## src/sv/date_difference_in_days_top_defines.svh

```systemverilog
// Assertion macros for the date difference block.
// Used at the end of date_difference_in_days_top; depends on nothing else.
`ifndef DATE_DIFFERENCE_IN_DAYS_TOP_DEFINES_SVH
`define DATE_DIFFERENCE_IN_DAYS_TOP_DEFINES_SVH

// same-cycle implication
`define DDD_ASSERT_IMP(lbl, clk, rst, ante, cons) \
  lbl: assert property (@(posedge clk) disable iff (rst) (ante) |-> (cons)) \
    else $error("ddd: same-cycle check failed");

// next-cycle implication
`define DDD_ASSERT_NXT(lbl, clk, rst, ante, cons) \
  lbl: assert property (@(posedge clk) disable iff (rst) (ante) |=> (cons)) \
    else $error("ddd: next-cycle check failed");

`endif

```

## src/sv/ddd_pkg.sv

```systemverilog
// Shared types, constants and calendar tables for the date difference block.
// No dependencies.
`default_nettype none

package ddd_pkg;

  localparam int DAY_W   = 5;
  localparam int MONTH_W = 4;
  localparam int YEAR_W  = 14;
  localparam int YY_W    = 15;  // year offset by 400
  localparam int Q100_W  = 8;   // quotient by 100
  localparam int DNUM_W  = 23;  // day number
  localparam int PART_W  = 13;  // small terms of the day number
  localparam int COUNT_W = 22;

  localparam logic [YY_W-1:0]    YEAR_OFFSET = 15'd400;
  localparam logic [12:0]        DIV100_MUL  = 13'd5243;  // 2^19 / 100, rounded up
  localparam int                 DIV100_SHIFT = 19;
  localparam logic [8:0]         DAYS_PER_YEAR = 9'd365;
  localparam logic [COUNT_W-1:0] COUNT_MAX   = 22'd4194303;

  typedef struct packed {
    logic s1;
    logic s2;
    logic s3;
  } adv_t;

  // length of a month, 0 for a bad month
  function automatic logic [DAY_W-1:0] month_len(input logic [MONTH_W-1:0] m,
                                                 input logic leap);
    logic [DAY_W-1:0] len;
    unique case (m)
      4'd1, 4'd3, 4'd5, 4'd7, 4'd8, 4'd10, 4'd12: len = 5'd31;
      4'd4, 4'd6, 4'd9, 4'd11:                    len = 5'd30;
      4'd2:                                       len = leap ? 5'd29 : 5'd28;
      default:                                    len = 5'd0;
    endcase
    return len;
  endfunction

  // days before a month in a March-based year, index 0 is March
  function automatic logic [8:0] month_offset(input logic [MONTH_W-1:0] mi);
    logic [8:0] off;
    unique case (mi)
      4'd0:    off = 9'd0;
      4'd1:    off = 9'd31;
      4'd2:    off = 9'd61;
      4'd3:    off = 9'd92;
      4'd4:    off = 9'd122;
      4'd5:    off = 9'd153;
      4'd6:    off = 9'd184;
      4'd7:    off = 9'd214;
      4'd8:    off = 9'd245;
      4'd9:    off = 9'd275;
      4'd10:   off = 9'd306;
      4'd11:   off = 9'd337;
      default: off = 9'd0;
    endcase
    return off;
  endfunction

endpackage

`default_nettype wire

```

## src/sv/ddd_date_lane.sv

```systemverilog
// Three-stage lane: checks one date and turns it into a day number.
// Depends on ddd_pkg; stage enables come from the top level.
`default_nettype none

module ddd_date_lane (
  input  wire                           clk,
  input  wire ddd_pkg::adv_t            adv,
  input  wire [ddd_pkg::DAY_W-1:0]      day,
  input  wire [ddd_pkg::MONTH_W-1:0]    month,
  input  wire [ddd_pkg::YEAR_W-1:0]     year,
  output logic [ddd_pkg::DNUM_W-1:0]    day_num,
  output logic                          ok
);

  // stage 1
  logic [ddd_pkg::DAY_W-1:0]   d1;
  logic [ddd_pkg::MONTH_W-1:0] m1;
  logic [ddd_pkg::MONTH_W-1:0] mi1;
  logic [ddd_pkg::YEAR_W-1:0]  y1;
  logic [ddd_pkg::YY_W-1:0]    yy1;
  logic [ddd_pkg::Q100_W-1:0]  qy1;
  logic [ddd_pkg::Q100_W-1:0]  qyy1;

  logic                        early;
  logic [ddd_pkg::YY_W-1:0]    yy_next;
  logic [ddd_pkg::MONTH_W-1:0] mi_next;
  logic [27:0]                 prod_y;
  logic [27:0]                 prod_yy;

  always_comb begin
    early   = (month <= 4'd2);
    yy_next = ddd_pkg::YY_W'(year) + ddd_pkg::YEAR_OFFSET - ddd_pkg::YY_W'(early);
    mi_next = early ? 4'(month + 4'd9) : 4'(month - 4'd3);
    prod_y  = 28'(year) * 28'(ddd_pkg::DIV100_MUL);
    prod_yy = 28'(yy_next) * 28'(ddd_pkg::DIV100_MUL);
  end

  always_ff @(posedge clk) begin
    if (adv.s1) begin
      d1   <= day;
      m1   <= month;
      mi1  <= mi_next;
      y1   <= year;
      yy1  <= yy_next;
      qy1  <= prod_y[ddd_pkg::DIV100_SHIFT +: ddd_pkg::Q100_W];
      qyy1 <= prod_yy[ddd_pkg::DIV100_SHIFT +: ddd_pkg::Q100_W];
    end
  end

  // stage 2
  logic                        ok2;
  logic [ddd_pkg::DNUM_W-1:0]  a2;
  logic [ddd_pkg::PART_W-1:0]  b2;

  logic                        cent;
  logic                        leap;
  logic [ddd_pkg::DAY_W-1:0]   len;
  logic [13:0]                 b_sum;

  always_comb begin
    cent  = (y1 == 14'(qy1 * 14'd100));
    leap  = (y1[1:0] == 2'd0 && !cent) || (cent && qy1[1:0] == 2'd0);
    len   = ddd_pkg::month_len(m1, leap);
    b_sum = 14'(yy1[ddd_pkg::YY_W-1:2]) - 14'(qyy1) + 14'(qyy1[ddd_pkg::Q100_W-1:2])
          + 14'(ddd_pkg::month_offset(mi1)) + 14'(d1);
  end

  always_ff @(posedge clk) begin
    if (adv.s2) begin
      ok2 <= (len != 5'd0) && (d1 != 5'd0) && (d1 <= len);
      a2  <= ddd_pkg::DNUM_W'(yy1) * ddd_pkg::DNUM_W'(ddd_pkg::DAYS_PER_YEAR);
      b2  <= b_sum[ddd_pkg::PART_W-1:0];
    end
  end

  // stage 3
  always_ff @(posedge clk) begin
    if (adv.s3) begin
      ok      <= ok2;
      day_num <= a2 + ddd_pkg::DNUM_W'(b2);
    end
  end

endmodule

`default_nettype wire

```

## src/sv/date_difference_in_days_top.sv

```systemverilog
// Top level of the date difference block: two date lanes, pipeline control
// and the output stage. Depends on ddd_pkg, ddd_date_lane and the defines header.
//
//  channel | valid     | stall     | payload
//  --------+-----------+-----------+---------------------------------------------
//  in      | in_valid  | in_stall  | start_*/end_* day, month, year, count_end_day
//  out     | out_valid | out_stall | day_count, date_invalid
//
// Four register stages; an accepted item moves through v1, v2 and v3 to out_valid.
// One item per cycle sustained while out_stall is low; each stage advances
// when it is empty or the stage after it advances, so a stall backs up
// without loss. Reset clears the valid bits only; no clearing pass.
`default_nettype none
`include "date_difference_in_days_top_defines.svh"

module date_difference_in_days_top (
  input  wire                             clk,
  input  wire                             rst,
  input  wire                             in_valid,
  output logic                            in_stall,
  input  wire [ddd_pkg::DAY_W-1:0]        start_day,
  input  wire [ddd_pkg::MONTH_W-1:0]      start_month,
  input  wire [ddd_pkg::YEAR_W-1:0]       start_year,
  input  wire [ddd_pkg::DAY_W-1:0]        end_day,
  input  wire [ddd_pkg::MONTH_W-1:0]      end_month,
  input  wire [ddd_pkg::YEAR_W-1:0]       end_year,
  input  wire                             count_end_day,
  output logic                            out_valid,
  input  wire                             out_stall,
  output logic [ddd_pkg::COUNT_W-1:0]     day_count,
  output logic                            date_invalid
);

  logic v1, v2, v3;
  logic inc1, inc2, inc3;
  logic adv4;
  ddd_pkg::adv_t adv;

  always_comb begin
    adv4     = !out_valid || !out_stall;
    adv.s3   = !v3 || adv4;
    adv.s2   = !v2 || adv.s3;
    adv.s1   = !v1 || adv.s2;
    in_stall = !adv.s1;
  end

  always_ff @(posedge clk) begin
    if (rst) begin
      v1        <= 1'b0;
      v2        <= 1'b0;
      v3        <= 1'b0;
      out_valid <= 1'b0;
    end else begin
      if (adv.s1) v1 <= in_valid;
      if (adv.s2) v2 <= v1;
      if (adv.s3) v3 <= v2;
      if (adv4)   out_valid <= v3;
    end
  end

  always_ff @(posedge clk) begin
    if (adv.s1) inc1 <= count_end_day;
    if (adv.s2) inc2 <= inc1;
    if (adv.s3) inc3 <= inc2;
  end

  logic [ddd_pkg::DNUM_W-1:0] ns;
  logic [ddd_pkg::DNUM_W-1:0] ne;
  logic                       ok_s;
  logic                       ok_e;

  ddd_date_lane u_start (
    .clk     (clk),
    .adv     (adv),
    .day     (start_day),
    .month   (start_month),
    .year    (start_year),
    .day_num (ns),
    .ok      (ok_s)
  );

  ddd_date_lane u_end (
    .clk     (clk),
    .adv     (adv),
    .day     (end_day),
    .month   (end_month),
    .year    (end_year),
    .day_num (ne),
    .ok      (ok_e)
  );

  // stage 4: difference, end-day flag, saturation, zero for an invalid date
  logic [ddd_pkg::DNUM_W-1:0]  diff;
  logic [ddd_pkg::DNUM_W:0]    total;
  logic [ddd_pkg::COUNT_W-1:0] count_next;
  logic                        bad;

  always_comb begin
    bad   = !(ok_s && ok_e);
    diff  = (ne > ns) ? ne - ns : '0;
    total = (ddd_pkg::DNUM_W + 1)'(diff) + (ddd_pkg::DNUM_W + 1)'(inc3);
    if (bad) begin
      count_next = '0;
    end else if (total > (ddd_pkg::DNUM_W + 1)'(ddd_pkg::COUNT_MAX)) begin
      count_next = ddd_pkg::COUNT_MAX;
    end else begin
      count_next = total[ddd_pkg::COUNT_W-1:0];
    end
  end

  always_ff @(posedge clk) begin
    if (adv4) begin
      day_count    <= count_next;
      date_invalid <= bad;
    end
  end

  `DDD_ASSERT_IMP(a_invalid_zero, clk, rst, out_valid && date_invalid, day_count == '0)
  `DDD_ASSERT_IMP(a_stall_full, clk, rst, in_stall, v1 && v2 && v3 && out_valid && out_stall)
  `DDD_ASSERT_NXT(a_no_repeat, clk, rst, out_valid && !out_stall && !v3, !out_valid)

endmodule

`default_nettype wire
```

## config.mk

```make
export PLATFORM = sky130hd
export DESIGN_NAME = date_difference_in_days_top
export DESIGN_NICKNAME = d
export VERILOG_FILES = /design/src/sv/ddd_pkg.sv /design/src/sv/ddd_date_lane.sv /design/src/sv/date_difference_in_days_top.sv
export VERILOG_INCLUDE_DIRS = /design/src /design/src/sv
export SDC_FILE = /design/constraint.sdc
export NUM_CORES = 2
export LEC_CHECK = 0
export BUFFER_PORTS_ARGS = -buffer_cell sky130_fd_sc_hd__buf_2
export CAP_MARGIN = 20
export CELL_PAD_IN_SITES_DETAIL_PLACEMENT = 1
export CELL_PAD_IN_SITES_GLOBAL_PLACEMENT = 2
export CORE_MARGIN = 4
export CORE_UTILIZATION = 45
export DETAILED_ROUTE_END_ITERATION = 8
export PLACE_DENSITY_LB_ADDON = 0.1
export RECOVER_POWER = 25
export SYNTH_ARGS = -nofsm -noshare
export SYNTH_HDL_FRONTEND = slang
export SYNTH_SLANG_ARGS = --single-unit
```

## constraint.sdc

```tcl
create_clock -name clk -period 22.8 [get_ports clk]
set_input_delay 3.42 -clock clk [delete_from_list [all_inputs] [get_ports clk]]
set_output_delay 3.42 -clock clk [all_outputs]
set_load 0.1 [all_outputs]
```

==> impl_metrics.csv <==
group,metric,value,unit
run_status,status,"finished clean",
placed_design,numPortBuffers,75,
timing,relSlewSlack,11.1,%
setup_path,required,23.09,ns
synth,synth_nets,4514,
placed_design,dp.cells,4456,
placed_design,hpwl,72600,um
clock_tree,htreeDepth,2,
finish,syn_to_final_growth,8.31,%
finish,drive_gt1_share,4.04,%
drt,routed-wl-met2,41900,um
setup_path,crit_arrival,12.02,ns
die,die_w,289,um
global_routing,antenna_found_initial,6,
synth,yosys.area.top_type,"ha_1",
synth,synth-edff-count,264,
drt,vias,23000,
die,fp.dieH,289,um
global_routing,grt.total_usage,20.8,%
synth,synth_seq_cells,286,
drt,drtIter0Drc,611,
timing,hold_viol,0,
drt,wl_met1,37700,um
clock_tree,clock_sinks,286,
setup_path,endpoint_kind,"flip-flop",
drt,route.met3.wl,2280,um
timing,fmax,85.3,MHz
clock_tree,cts_made_buffers,39,
worst_hold_path,hp-class,"reg -> reg",
finish,nFillCells,8526,
synth,synthTopCellsByArea,"ha_1 25%, fa_1 23%, edfxtp_1 22%, inv_1 9.1%, xnor2_1 3.9%",
global_routing,gr-total-overflow,0,
setup_path,max_stage_delay,0.55,ns
finish,layout_commonest_cell,"inv_1",
timing,tightest_slew,1.33,ns
synth,ys_seq_area_share,23.5,%
synth,netlist_instances,3349,
timing,finalCritPeriodShare,51.4,%
drt,wirelength,84000,um
setup_path,r2r_slack,17.30,ns
setup_path,startpoint_type,"input pin",
clock_tree,cts_tree,"yes",
synth,synthFlopType,"edfxtp_1",
drt,ant_nets,0,
setup_path,critPathKind,"in -> reg",
clock_tree,ctsHoldBuffers,0,
global_routing,grt_start_max_net_pins,76,
synth,syn_avg_cell_area,10.6,um^2
timing,setup_viol,0,
synth,ys_warn_count,0,
clock_tree,ctsResizeCount,0,
drt,wire_per_inst,18.5,um
placed_design,place.gp.congestion,0.832,
finish,nNetsFinal,4624,
global_routing,grt_pass1_wl,138000,um
synth,ys_types,77,
clock_tree,post_cts_buffers,0,
global_routing,grt_pass1_vias,26600,
die,pin_count,76,
setup_path,crit_family,"adder cells",
die,fp.dieArea,0.0837,mm^2
synth,yosys.area.top_type_share,25.0,%
timing,rsz0062_at_grt,"no",
setup_path,slowest_stage,"fa_1",
timing,finalSetupTns,0,ns
job,max-cap-violations,0,
timing,final_max_slew_viol_count,0,
drt,drc,0,
clock_tree,clock_latency,0.56,ns
timing,finClkSkew,0.0245,ns
setup_path,crit_fanout,8,
finish,layoutNonFillerInstCount,4531,
clock_tree,cts.clk_slew.worst_paths,0.06,ns
drt,highest-signal-layer,"met5",
synth,synthArstFlopShare,0,%
synth,synthesis.area,0.0356,mm^2
die,start_util,45.7,%
drt,drtPass1Iterations,4,
timing,finalCriticalPeriod,11.73,ns
finish,mostFrequentLayoutCells,"866 x inv_1, 711 x ha_1, 403 x fa_1",
die,num_rows,102,
drt,via_per_inst,5.07,
clock_tree,cts_root_buf,"clkbuf_16",
clock_tree,clockBufferDepth,3,
setup_path,path_buf_inv,5,
die,core,0.0780,mm^2
-- stage by stage --
| step | instance area [um^2] | hold slack, ns | setup WS [ns] | util [%] |
|---|---|---|---|---|
| CTS | 38600 | 0.417 | 11.10 | 49.5 |
| detailed placement | 37300 | 0.408 | 10.52 | 47.8 |
| floorplan | 35600 | 0.400 | 10.12 | - |
| global placement | 37300 | 0.405 | 10.99 | 47.8 |
| global route | 38600 | 0.417 | 10.55 | 49.5 |
| finish | 38600 | 0.412 | 11.07 | 49.5 |
-- per-layer routing --
layer  vias to the layer above  track usage, %
met2                       205            37.4
met4                         2            5.08
li1                      11100               -
met5                         -               0
met3                       104            2.54
met1                     11500            26.7
-- worst register-to-register path: cells and delay by family, from the launching register on --
kind            cells  cell delay [ns]
buf+inv             2             0.09
simple gates        2             0.25
fa+ha+maj           5             2.31
compound gates      8             1.90
xor+xnor            1             0.16
flops               1             0.51
-- cells by family after synthesis --
| kind of cell | synth area share, % |
|---|---|
| AO/OA/AOI/OAI | 7.49 |
| adder cells (fa/ha/maj) | 47.6 |
| XOR/XNOR | 5.80 |
| flip-flops | 23.5 |
| AND/OR/NAND/NOR | 6.07 |
| multiplexers | 0.190 |
| buffers and inverters | 9.35 |
-- Yosys cell counts (22+ instances only) --
cell / number
nand2b_1: 25
nor2_1: 124
inv_1: 867
ha_1: 711
fa_1: 403
o21a_1: 24
xor2_1: 76
edfxtp_1: 264
dfxtp_1: 22
and3_1: 24
xnor2_1: 160
a21o_1: 57
nand2_1: 91
a21oi_1: 103
nor3_1: 46
nand3_1: 24
o21ai_0: 75
-- area by class of cell --
type	instances	area, um^2	share of cell area (%)
antenna	4	10.0	0.0259
clock buffer	51	1150	2.97
clock inverter	18	189	0.490
inverter	867	3250	8.43
multi-input combinational	2185	23900	62.1
sequential	286	8370	21.7
tap	1040	1300	3.37
timing repair buffer	80	372	0.963
-- flip-flops by register name, indices dropped and copies added (netlist names), 15 cells and up, named ones only --
signal and cells:
u_end.a2 23, u_end.day_num 23, u_start.a2 23, u_start.day_num 23
day_count 22, u_end.yy1 15, u_start.yy1 15
-- path summary, 6_finish.rpt --
check / depth (start not counted) / endpoint / start
min: 0 / inc3$_DFFE_PP_ / inc2$_DFFE_PP_
max reg2reg: 18 / u_start.a2[21]$_DFFE_PP_ / u_start.yy1[5]$_DFFE_PN_
min reg2reg: 0 / inc3$_DFFE_PP_ / inc2$_DFFE_PP_
max: 36 / u_end.qyy1[7]$_DFFE_PN_ / end_month[0]
Power is not shown: default switching activity piles up to over one toggle a cycle in this logic, so the estimate is an artifact.
